===== src/rtl/caf_pkg.sv =====
package caf_pkg;

  localparam int unsigned OpW   = 6;
  localparam int unsigned WordW = 16;
  localparam int unsigned ByteW = 8;
  localparam int unsigned FlagW = 4;
  localparam int unsigned BitW  = 3;

  // flag bit positions
  localparam int unsigned FlagZ = 3;
  localparam int unsigned FlagN = 2;
  localparam int unsigned FlagH = 1;
  localparam int unsigned FlagC = 0;

  // decimal adjust constants
  localparam logic [ByteW-1:0] DaaHiCorr  = 8'h60;
  localparam logic [ByteW-1:0] DaaLoCorr  = 8'h06;
  localparam logic [ByteW-1:0] DaaHiLimit = 8'h99;
  localparam logic [3:0]       DaaLoLimit = 4'h9;

  typedef enum logic [OpW-1:0] {
    OP_ADD   = 6'd0,
    OP_ADC   = 6'd1,
    OP_SUB   = 6'd2,
    OP_SBC   = 6'd3,
    OP_AND   = 6'd4,
    OP_XOR   = 6'd5,
    OP_OR    = 6'd6,
    OP_CP    = 6'd7,
    OP_INC8  = 6'd8,
    OP_DEC8  = 6'd9,
    OP_INC16 = 6'd10,
    OP_DEC16 = 6'd11,
    OP_ADD16 = 6'd12,
    OP_ADDSP = 6'd13,
    OP_DAA   = 6'd14,
    OP_CPL   = 6'd15,
    OP_CCF   = 6'd16,
    OP_SCF   = 6'd17,
    OP_RLCA  = 6'd18,
    OP_RRCA  = 6'd19,
    OP_RLA   = 6'd20,
    OP_RRA   = 6'd21,
    OP_RLC   = 6'd22,
    OP_RRC   = 6'd23,
    OP_RL    = 6'd24,
    OP_RR    = 6'd25,
    OP_SLA   = 6'd26,
    OP_SRA   = 6'd27,
    OP_SWAP  = 6'd28,
    OP_SRL   = 6'd29,
    OP_BIT   = 6'd30,
    OP_RES   = 6'd31,
    OP_SET   = 6'd32
  } op_e;

  typedef struct packed {
    logic [OpW-1:0]   action;
    logic [WordW-1:0] left;
    logic [WordW-1:0] right;
    logic [BitW-1:0]  bit_index;
    logic [FlagW-1:0] flags;
  } alu_in_t;

  typedef struct packed {
    logic [WordW-1:0] result;
    logic [FlagW-1:0] flags;
  } alu_out_t;

endpackage


===== src/rtl/caf_core.sv =====
module caf_core (
  input  caf_pkg::alu_in_t  item_i,
  output caf_pkg::alu_out_t res_o
);

  always_comb begin
    logic [7:0]  a, b, r8, corr, mask;
    logic [15:0] l16, r16, res;
    logic [3:0]  fi, f;
    logic        cin, t, use8, zupd;
    logic [8:0]  s9;
    logic [4:0]  s5;
    logic [16:0] s17;
    logic [12:0] s13;

    l16  = item_i.left;
    r16  = item_i.right;
    a    = l16[7:0];
    b    = r16[7:0];
    fi   = item_i.flags;
    cin  = fi[caf_pkg::FlagC];
    t    = 1'b0;
    r8   = a;
    res  = l16;
    f    = fi;
    use8 = 1'b0;
    zupd = 1'b0;
    corr = '0;
    mask = 8'(1) << item_i.bit_index;
    s9   = '0;
    s5   = '0;
    s17  = '0;
    s13  = '0;

    unique case (caf_pkg::op_e'(item_i.action)) inside
      caf_pkg::OP_ADD, caf_pkg::OP_ADC: begin
        t    = (item_i.action == caf_pkg::OP_ADC) ? cin : 1'b0;
        s9   = {1'b0, a} + {1'b0, b} + {8'd0, t};
        s5   = {1'b0, a[3:0]} + {1'b0, b[3:0]} + {4'd0, t};
        r8   = s9[7:0];
        use8 = 1'b1;
        zupd = 1'b1;
        f    = {1'b0, 1'b0, s5[4], s9[8]};
      end
      caf_pkg::OP_SUB, caf_pkg::OP_SBC, caf_pkg::OP_CP: begin
        t    = (item_i.action == caf_pkg::OP_SBC) ? cin : 1'b0;
        // bit above the msb is the borrow
        s9   = {1'b0, a} - {1'b0, b} - {8'd0, t};
        s5   = {1'b0, a[3:0]} - {1'b0, b[3:0]} - {4'd0, t};
        r8   = s9[7:0];
        use8 = (item_i.action != caf_pkg::OP_CP);
        f    = {(s9[7:0] == 8'd0), 1'b1, s5[4], s9[8]};
      end
      caf_pkg::OP_AND: begin
        r8 = a & b; use8 = 1'b1; zupd = 1'b1; f = 4'b0010;
      end
      caf_pkg::OP_XOR: begin
        r8 = a ^ b; use8 = 1'b1; zupd = 1'b1; f = 4'b0000;
      end
      caf_pkg::OP_OR: begin
        r8 = a | b; use8 = 1'b1; zupd = 1'b1; f = 4'b0000;
      end
      caf_pkg::OP_INC8: begin
        r8   = a + 8'd1;
        use8 = 1'b1;
        zupd = 1'b1;
        f    = {1'b0, 1'b0, (a[3:0] == 4'hF), cin};
      end
      caf_pkg::OP_DEC8: begin
        r8   = a - 8'd1;
        use8 = 1'b1;
        zupd = 1'b1;
        f    = {1'b0, 1'b1, (a[3:0] == 4'h0), cin};
      end
      caf_pkg::OP_INC16: res = l16 + 16'd1;
      caf_pkg::OP_DEC16: res = l16 - 16'd1;
      caf_pkg::OP_ADD16: begin
        s17 = {1'b0, l16} + {1'b0, r16};
        s13 = {1'b0, l16[11:0]} + {1'b0, r16[11:0]};
        res = s17[15:0];
        f   = {fi[caf_pkg::FlagZ], 1'b0, s13[12], s17[16]};
      end
      caf_pkg::OP_ADDSP: begin
        // flags from the unsigned low-byte add, sum from the signed offset
        s9  = {1'b0, a} + {1'b0, b};
        s5  = {1'b0, a[3:0]} + {1'b0, b[3:0]};
        res = l16 + {{8{b[7]}}, b};
        f   = {1'b0, 1'b0, s5[4], s9[8]};
      end
      caf_pkg::OP_DAA: begin
        f = fi & 4'b0101;
        if (cin || (!fi[caf_pkg::FlagN] && (a > caf_pkg::DaaHiLimit))) begin
          corr = corr | caf_pkg::DaaHiCorr;
          f[caf_pkg::FlagC] = 1'b1;
        end
        if (fi[caf_pkg::FlagH] || (!fi[caf_pkg::FlagN] && (a[3:0] > caf_pkg::DaaLoLimit))) begin
          corr = corr | caf_pkg::DaaLoCorr;
        end
        r8   = fi[caf_pkg::FlagN] ? (a - corr) : (a + corr);
        use8 = 1'b1;
        zupd = 1'b1;
      end
      caf_pkg::OP_CPL: begin
        r8 = ~a; use8 = 1'b1; f = {fi[caf_pkg::FlagZ], 1'b1, 1'b1, cin};
      end
      caf_pkg::OP_CCF: begin
        use8 = 1'b1; f = {fi[caf_pkg::FlagZ], 1'b0, 1'b0, ~cin};
      end
      caf_pkg::OP_SCF: begin
        use8 = 1'b1; f = {fi[caf_pkg::FlagZ], 1'b0, 1'b0, 1'b1};
      end
      caf_pkg::OP_RLCA, caf_pkg::OP_RLC: begin
        r8   = {a[6:0], a[7]};
        use8 = 1'b1;
        zupd = (item_i.action == caf_pkg::OP_RLC);
        f    = {3'b000, a[7]};
      end
      caf_pkg::OP_RRCA, caf_pkg::OP_RRC: begin
        r8   = {a[0], a[7:1]};
        use8 = 1'b1;
        zupd = (item_i.action == caf_pkg::OP_RRC);
        f    = {3'b000, a[0]};
      end
      caf_pkg::OP_RLA, caf_pkg::OP_RL: begin
        r8   = {a[6:0], cin};
        use8 = 1'b1;
        zupd = (item_i.action == caf_pkg::OP_RL);
        f    = {3'b000, a[7]};
      end
      caf_pkg::OP_RRA, caf_pkg::OP_RR: begin
        r8   = {cin, a[7:1]};
        use8 = 1'b1;
        zupd = (item_i.action == caf_pkg::OP_RR);
        f    = {3'b000, a[0]};
      end
      caf_pkg::OP_SLA: begin
        r8 = {a[6:0], 1'b0}; use8 = 1'b1; zupd = 1'b1; f = {3'b000, a[7]};
      end
      caf_pkg::OP_SRA: begin
        r8 = {a[7], a[7:1]}; use8 = 1'b1; zupd = 1'b1; f = {3'b000, a[0]};
      end
      caf_pkg::OP_SWAP: begin
        r8 = {a[3:0], a[7:4]}; use8 = 1'b1; zupd = 1'b1; f = 4'b0000;
      end
      caf_pkg::OP_SRL: begin
        r8 = {1'b0, a[7:1]}; use8 = 1'b1; zupd = 1'b1; f = {3'b000, a[0]};
      end
      caf_pkg::OP_BIT: begin
        f = {((a & mask) == 8'd0), 1'b0, 1'b1, cin};
      end
      caf_pkg::OP_RES: begin
        r8 = a & ~mask; use8 = 1'b1;
      end
      caf_pkg::OP_SET: begin
        r8 = a | mask; use8 = 1'b1;
      end
      default: ;  // unused codes pass left and flags through
    endcase

    if (use8) begin
      res = {8'd0, r8};
    end
    if (zupd) begin
      f[caf_pkg::FlagZ] = (r8 == 8'd0);
    end

    res_o.result = res;
    res_o.flags  = f;
  end

endmodule


===== src/rtl/cpu_alu_with_flags.sv =====
// an item taken with start_i is held in the operand register, then the result
// register; result_o/flags_out_o show it with done_o high for exactly one cycle
// throughput: one item per cycle, busy_o never rises; the receiver cannot stall
// the operand register feeds one pass of alu logic into the result register
// reset (async, active low) clears the item valid and done strobe only
module cpu_alu_with_flags (
  input  logic                          clk_i,
  input  logic                          rst_ni,
  input  logic                          start_i,
  output logic                          busy_o,
  input  logic [caf_pkg::OpW-1:0]       action_i,
  input  logic [caf_pkg::WordW-1:0]     left_i,
  input  logic [caf_pkg::WordW-1:0]     right_i,
  input  logic [caf_pkg::BitW-1:0]      bit_index_i,
  input  logic [caf_pkg::FlagW-1:0]     flags_in_i,
  output logic                          done_o,
  output logic [caf_pkg::WordW-1:0]     result_o,
  output logic [caf_pkg::FlagW-1:0]     flags_out_o
);

  logic              in_vld_q;
  caf_pkg::alu_in_t  in_q;
  caf_pkg::alu_out_t alu_d;
  caf_pkg::alu_out_t out_q;
  logic              done_q;

  assign busy_o = 1'b0;

  always_ff @(posedge clk_i or negedge rst_ni) begin
    if (!rst_ni) begin
      in_vld_q <= 1'b0;
      done_q   <= 1'b0;
    end else begin
      in_vld_q <= start_i;
      done_q   <= in_vld_q;
    end
  end

  always_ff @(posedge clk_i) begin
    if (start_i) begin
      in_q.action    <= action_i;
      in_q.left      <= left_i;
      in_q.right     <= right_i;
      in_q.bit_index <= bit_index_i;
      in_q.flags     <= flags_in_i;
    end
    if (in_vld_q) begin
      out_q <= alu_d;
    end
  end

  caf_core u_core (
    .item_i (in_q),
    .res_o  (alu_d)
  );

  assign done_o      = done_q;
  assign result_o    = out_q.result;
  assign flags_out_o = out_q.flags;

endmodule


===== config.mk =====
export PLATFORM = sky130hd
export DESIGN_NAME = cpu_alu_with_flags
export DESIGN_NICKNAME = d
export VERILOG_FILES = /design/src/rtl/caf_pkg.sv /design/src/rtl/caf_core.sv /design/src/rtl/cpu_alu_with_flags.sv
export SDC_FILE = /design/constraint.sdc
export NUM_CORES = 1
export LEC_CHECK = 0
export ABC_CLOCK_PERIOD_IN_PS = 7800
export BUFFER_PORTS_ARGS = -buffer_cell sky130_fd_sc_hd__clkbuf_2
export CAP_MARGIN = 20
export CORE_MARGIN = 2
export CORE_UTILIZATION = 25
export CTS_CLUSTER_DIAMETER = 80
export CTS_CLUSTER_SIZE = 14
export DETAILED_ROUTE_END_ITERATION = 10
export HOLD_SLACK_MARGIN = 0.05
export SYNTH_ARGS = -nofsm -noshare
export SYNTH_HDL_FRONTEND = slang
export SYNTH_SLANG_ARGS = --single-unit

===== constraint.sdc =====
create_clock -name clk_i -period 7.8 [get_ports clk_i]
set_input_delay 1.56 -clock clk_i [delete_from_list [all_inputs] [get_ports clk_i]]
set_output_delay 1.56 -clock clk_i [all_outputs]
set_load 0.01 [all_outputs]

==> flow_summary.json, run 1 <==
{
  "syn2layout_area_growth_pct": 14.04,
  "drive_gt1_share_pct": 16.21,
  "clockBufferDepth": 2,
  "async_flop_share_pct": 2.985,
  "clock_latency_ps": 360,
  "avgSynthCellArea_um2": 8.921,
  "fin_worst_skew_ps": 9.356,
  "worstHoldStart": "in_q[1]",
  "final.period_utilization_pct": 57.11,
  "multi_input_area_um2": 4334,
  "routed_via_density": 5.447,
  "r2r_slack_ps": 3350,
  "post_drt_wl_per_cell_um": 19.59,
  "drc_errors": 1,
  "netlist_area_um2": 6673,
  "crit_path_max_incr_delay_ps": 660,
  "cp_top_family": "simple AND/OR/NAND/NOR gates",
  "yosysWarnings": 0,
  "critPathLaunchType": "register",
  "core_um2": 26130,
  "grt_pass1_wl_mm": 34.00,
  "cpMaxStageDelayCell": "edfxtp_1",
  "leakagePower_nw": 2.996,
  "synth_area_leader_cell": "edfxtp_1",
  "r2r_cells": 12,
  "worst-setup-path-type": "reg -> reg",
  "seqCellArea_um2": 2002,
  "io_buffer_count": 68,
  "synth_edf_count": 65,
  "stdcell_count": 1137,
  "track_usage_pct": 15.68,
  "synth_top_area_share_pct": 29.25,
  "first_pass_iters": 9,
  "ys_ff_latch": 67,
  "fin_nets": 906,
  "worst_pin_slew_ps": 1035,
  "violations": "DRC",
  "crit_fanout": 23,
  "total_power_w": 0.001329,
  "synthAdderAreaFrac_pct": 12.00,
  "clkSinkCount": 67,
  "hold_viol": 0,
  "antennaDiodeCount": 0,
  "cts_tree": "built",
  "clk_pin_slew_ps": 60,
  "grt_max_degree": 47,
  "path_cells": "nor2_1 -> nand4_1 -> fa_1 -> fa_1 -> nand2b_1 -> a21oi_1 -> xnor2_1 -> a2111oi_4 -> o2111ai_1 -> nor4b_2 -> nand4_1 -> o31ai_2",
  "cts_made_buffers": 9,
  "drv_cap": 0,
  "gr-total-overflow": 0,
  "vias": 6193,
  "drtIter0Drc": 746,
  "synth_ff_type": "edfxtp_1",
  "synthesis.nets": 857,
  "max_slew_margin_pct": 30.74,
  "holdBufCountCts": 0,
  "synth_top_family_by_area": "compound AO/OA/AOI/OAI gates",
  "regToRegStartpoint": "in_q[43]",
  "min_path_type": "reg -> reg",
  "die_h_um": 167.4,
  "routabilityCongestion": 1.003,
  "fillerInstances": 2787,
  "end_kind": "register",
  "status": "complete, but fails checks",
  "synth_area_leaders": "edfxtp_1 (29%), ha_1 (11%), a21oi_1 (4.1%)",
  "setup_violations": 0,
  "drv_slew": 0,
  "whs_path_depth": 2,
  "antenna_found_initial": 0,
  "ios": 70,
  "place_area_um2": 7332,
  "synth.distinct_cells": 86,
  "wirelength_mm": 22.27,
  "min_period_ps": 4454,
  "yosysMostFrequentCell": "edfxtp_1",
  "ant_nets": 0,
  "rsz0062_at_grt": "no",
  "max_freq_mhz": 224.5,
  "first_global_vias": 5695,
  "synth_mux_area_share_pct": 1.294,
  "synth_compound_area_share_pct": 26.87,
  "worst-path-buf-inv": 0,
  "htreeDepth": 3,
  "cts_root_buffer": "clkbuf_16",
  "path_depth": 12,
  "num_rows": 59,
  "hpwl_mm": 16.77,
  "power_density_nw_per_um2": 174.6,
  "required_ps": 7980,
  "synth_commonest_cells": "edfxtp_1 (65), ha_1 (56), a21oi_1 (54)",
  "start_util_pct": 25.53,
  "hold-path-endpoint": "flags_out_o[1]",
  "ys_seq_area_share_pct": 30.00,
  "design_area_um2": 7610,
  "synth_xor_area_share_pct": 4.800,
  "die-area_um2": 28010,
  "worstReg2RegEnd": "flags_out_o[3]",
  "cts-resized-gates": 0,
  "fin_tns_setup_ps": 0,
  "critPathArrivalTime_ps": 4640,
  "ir_worst_vdd_mv": 0.1097,
  "post_cts_buffers": 0,
  "dp.cells": 1121,
  "crit_path_start": "in_q[43]",
  "die_w_um": 167.4,
  "utilization_pct": 29.12,
  "synthesis.instances": 748,
  "synthSimpleGateAreaFrac_pct": 19.84
}
[worst reg2reg max path, cell delays in order (launching register included)]
cell       delay, ps
edfxtp_1         660
nor2_1           500
nand4_1          210
fa_1             450
fa_1             430
nand2b_1         190
a21oi_1          300
xnor2_1          180
a2111oi_4        370
o2111ai_1        220
nor4b_2          330
nand4_1          160
o31ai_2          280
[registers in the layout (all words and copies together), names as in the netlist]
name         count
result_o        16
in_vld_q         1
done_o           1
flags_out_o      4
in_q            45
[worst max path at each step]
stage	endpoint
detailed placement	flags_out_o[3]
finish	flags_out_o[3]
global route	flags_out_o[3]
CTS	flags_out_o[3]
global placement	flags_out_o[3]
floorplan	flags_out_o[3]
[power breakdown]
part / switching [W] / internal [W] / total [W]
logic: 0.000275 / 0.000175 / 0.000451
registers: 0.0000470 / 0.000438 / 0.000485
clock network: 0.000177 / 0.000216 / 0.000393
[through the flow]
stage	setup slack (ps)	hold WS, ps
3_3_place_gp	3575	695.6
6_report	3346	717.9
4_1_cts	3441	738.1
3_5_place_dp	3489	704.8
2_1_floorplan	3908	560.6
5_1_grt	3040	803.3
[final cells by class]
cell class / instances / area share [%]
inverters: 39 / 1.924
well taps: 335 / 5.508
clock buffers: 9 / 2.960
flip-flops and latches: 67 / 26.31
clock inverters: 7 / 0.6906
multi-input cells: 600 / 56.95
repair buffers: 80 / 5.656
[logic make-up (layout without fill, tap and decap cells)]
family          count (synthesis)  after routing
flops                          67             67
simple gates                  239            239
xor+xnor                       35             35
compound gates                257            257
fa+ha+maj                      61             61
other cells                     1              1
mux                             7              7
buf+inv                        81            135
[layout by cell type (no fill, tap or decap), drive strengths merged, types with 5 or more instances in the layout]
cell type | netlist | routed
o221ai | 5 | 5
nor2b | 11 | 11
a2111oi | 6 | 6
buf | 15 | 12
o2bb2ai | 5 | 5
nand4 | 9 | 9
edfxtp | 65 | 65
a22oi | 9 | 9
nor3b | 7 | 7
nor2 | 48 | 48
a22o | 8 | 8
inv | 39 | 40
fa | 5 | 5
a21o | 16 | 16
xnor2 | 25 | 25
o21bai | 5 | 5
nor4 | 5 | 5
a221oi | 8 | 8
o31ai | 6 | 6
o2111ai | 6 | 6
or2 | 8 | 8
ha | 56 | 56
nand2 | 37 | 37
a21oi | 55 | 55
a211oi | 13 | 13
and2 | 7 | 7
o211ai | 5 | 5
nor4b | 6 | 6
nor3 | 35 | 35
o21a | 12 | 12
nand3b | 6 | 6
and3 | 10 | 10
o21ai | 56 | 56
a31oi | 12 | 12
nand3 | 23 | 23
xor2 | 9 | 9
nand2b | 9 | 9
clkbuf | 27 | 77
[per-layer routing]
layer / track usage [%] / up-vias / routed length, um / share of wire [%]
met5: 0 / - / 0 / 0
met4: 5.482 / 0 / 525 / 2.4
met3: 3.025 / 42 / 1462 / 6.6
met2: 24.79 / 258 / 10090 / 45
met1: 21.41 / 2920 / 10190 / 46
li1: - / 2973 / - / -
(Power assumes the default switching activity.)
==> inputs of run 2 (changes only) <==
--- a/config.mk
+++ b/config.mk
@@ -5,7 +5,8 @@
 export SDC_FILE = /design/constraint.sdc
 export NUM_CORES = 1
 export LEC_CHECK = 0
-export ABC_CLOCK_PERIOD_IN_PS = 7800
+export ABC_AREA = 1
+export ABC_CLOCK_PERIOD_IN_PS = 4500
 export BUFFER_PORTS_ARGS = -buffer_cell sky130_fd_sc_hd__clkbuf_2
 export CAP_MARGIN = 20
 export CORE_MARGIN = 2
==> constraint.sdc (replaced) <==
create_clock -name clk_i -period 4.5 [get_ports clk_i]
set_input_delay 0.9 -clock clk_i [delete_from_list [all_inputs] [get_ports clk_i]]
set_output_delay 0.9 -clock clk_i [all_outputs]
set_load 0.01 [all_outputs]
==> flow_summary.json, run 2 <==
{
  "synth_top_area_share_pct": 27.93,
  "ant_nets": 0,
  "clk_pin_slew_ps": 60,
  "status": "completed",
  "cp_top_family": "simple AND/OR/NAND/NOR gates",
  "place_area_um2": 7841,
  "syn2layout_area_growth_pct": 16.52,
  "min_path_type": "in -> async",
  "clockBufferDepth": 2,
  "netlist_area_um2": 6989,
  "synthesis.instances": 1043,
  "async_flop_share_pct": 2.985,
  "drv_cap": 0,
  "path_cells": "inv_1 -> o211ai_1 -> nand3_1 -> nand2_1 -> inv_1 -> ha_1 -> nand2_1 -> nand2_1 -> nand2_1 -> nand2_1 -> ha_1 -> a21oi_1 -> o21ai_0 -> nor2_1 -> xor2_1 -> nor2_1 -> nor2_1 -> nand3_1 -> nand2_1 -> inv_1 -> nor2_1 -> nand2_1 -> nand2_1",
  "synth_area_leader_cell": "edfxtp_1",
  "fin_worst_skew_ps": 8.570,
  "synth.distinct_cells": 46,
  "die-area_um2": 29310,
  "drc_errors": 0,
  "avgSynthCellArea_um2": 6.701,
  "ys_ff_latch": 67,
  "yosysMostFrequentCell": "nand2_1",
  "routabilityCongestion": 1.012,
  "place_ws_ps": 686.7,
  "hold_viol": 0,
  "utilization_pct": 29.48,
  "crit_path_max_incr_delay_ps": 800,
  "setup_slack_ps": 607.5,
  "seqPwrFrac_pct": 34.3,
  "crit_fanout": 13,
  "die_w_um": 171.2,
  "num_rows": 61,
  "p_comb_share_pct": 35.6,
  "leakagePower_nw": 3.981,
  "cts_made_buffers": 9,
  "synthesis.nets": 1152,
  "ir_worst_vdd_mv": 0.1761,
  "die_h_um": 171.2,
  "final.period_utilization_pct": 86.50,
  "synth_ff_type": "edfxtp_1",
  "first_global_vias": 6995,
  "vias": 7664,
  "core_um2": 27630,
  "drtIter0Drc": 846,
  "critPathLaunchType": "register",
  "yosysWarnings": 0,
  "end_kind": "register",
  "largest_reg_flops": 45,
  "io_buffer_count": 68,
  "path_depth": 23,
  "required_ps": 4720,
  "wirelength_mm": 26.25,
  "rsz0062_at_grt": "no",
  "seqCellArea_um2": 2002,
  "cpMaxStageDelayCell": "edfxtp_1",
  "cp_common_cell": "nand2_1",
  "fin_nets": 1230,
  "grt_pass1_wl_mm": 39.50,
  "fillerInstances": 3073,
  "antennaDiodeCount": 0,
  "holdBufCountCts": 0,
  "track_usage_pct": 17.90,
  "routed_via_density": 5.096,
  "r2r_slack_ps": 610,
  "p_switching_w": 0.0009409,
  "p_sw_share_pct": 38.57,
  "critPathArrivalTime_ps": 4110,
  "ios": 70,
  "total_power_w": 0.002440,
  "max_slew_margin_pct": 36.20,
  "post_cts_buffers": 0,
  "cts_root_buffer": "clkbuf_16",
  "clkSinkCount": 67,
  "ys_seq_area_share_pct": 28.64,
  "power_density_nw_per_um2": 299.6,
  "min_period_ps": 3893,
  "cts-resized-gates": 0,
  "htreeDepth": 3,
  "clock_latency_ps": 350,
  "worst-path-buf-inv": 3,
  "drv_slew": 0,
  "r2r_cells": 23,
  "hpwl_mm": 20.90,
  "p_clk_share_pct": 30.1,
  "start_util_pct": 25.30,
  "synth_edf_count": 65,
  "design_area_um2": 8144,
  "post_drt_wl_per_cell_um": 17.46,
  "synth_area_leaders": "edfxtp_1 (28%), nand2_1 (17%), ha_1 (10%)",
  "grt_max_degree": 33,
  "setup_violations": 0,
  "max_freq_mhz": 256.9,
  "layout_common_cells": "nand2_1 (311), nand3_1 (121), inv_1 (112), nor2_1 (105), clkbuf_2 (68)",
  "synth_commonest_cells": "nand2_1 (311), nand3_1 (121), inv_1 (112)",
  "worst-setup-path-type": "reg -> reg",
  "cts_tree": "built",
  "fin_tns_setup_ps": 0,
  "first_pass_iters": 7,
  "top_register": "in_q",
  "gr-total-overflow": 0,
  "multi_input_area_um2": 4441,
  "final_common_cell": "nand2_1",
  "intPower_w": 0.001499,
  "drive_gt1_share_pct": 12.61,
  "worst_pin_slew_ps": 957.1,
  "antenna_found_initial": 0
}
-- run 2: worst paths after layout --
kind	startpoint	endpoint
setup / recovery	in_q[27]	flags_out_o[3]
hold / removal	rst_ni	done_o
setup reg to reg	in_q[27]	flags_out_o[3]
hold reg to reg	in_q[3]	flags_out_o[3]
max in group asynchronous	rst_ni	in_vld_q
min in group clk_i	in_q[3]	flags_out_o[3]
-- run 2: logic make-up (layout without fill, tap and decap cells) --
family                     count (synthesis)  count (layout)  share of synthesized area (%)
adders and majority gates                 61              61                          11.46
other                                      1               1                        0.05365
xor gates and xnor gates                   6               6                         0.7520
AOI/OAI and AO/OA                        144             144                          12.08
buffers and inverters                    140             223                          7.823
and+or+nand+nor                          624             624                          39.19
DFF                                       67              67                          28.64
-- run 2: cell type report --
cell class / instances / area share [%]
Multi-Input combinational cell: 836 / 54.52
Sequential cell: 67 / 24.58
Tap cell: 378 / 5.807
Timing Repair Buffer: 85 / 5.746
Inverter: 122 / 5.623
Clock buffer: 10 / 2.934
Clock inverter: 6 / 0.7835
-- run 2: power groups by stage --
stage	combinational [W]	clock, W	sequential [W]
after detailed placement	0.000848	0	0.000850
final	0.000868	0.000734	0.000837
after CTS	0.000853	0.000747	0.000838
after global routing	0.000959	0.000770	0.000846
after floorplan	0.000556	0	0.000841
after global placement	0.000843	0	0.000849
-- run 2: metal layers --
layer,vias up,track usage (%),routed length [um]
met1,3524,23.46,11230
met3,77,3.244,2099
li1,3690,-,-
met2,373,28.33,11700
met5,-,0,0
met4,0,8.843,1226
-- run 2: metrics by stage --
step	hold slack, ps	std cells
after detailed placement	591.8	1488
after floorplan	498.8	1043
after global placement	617.4	1488
after global routing	319.9	1504
final	322.5	1504
after CTS	315.0	1504
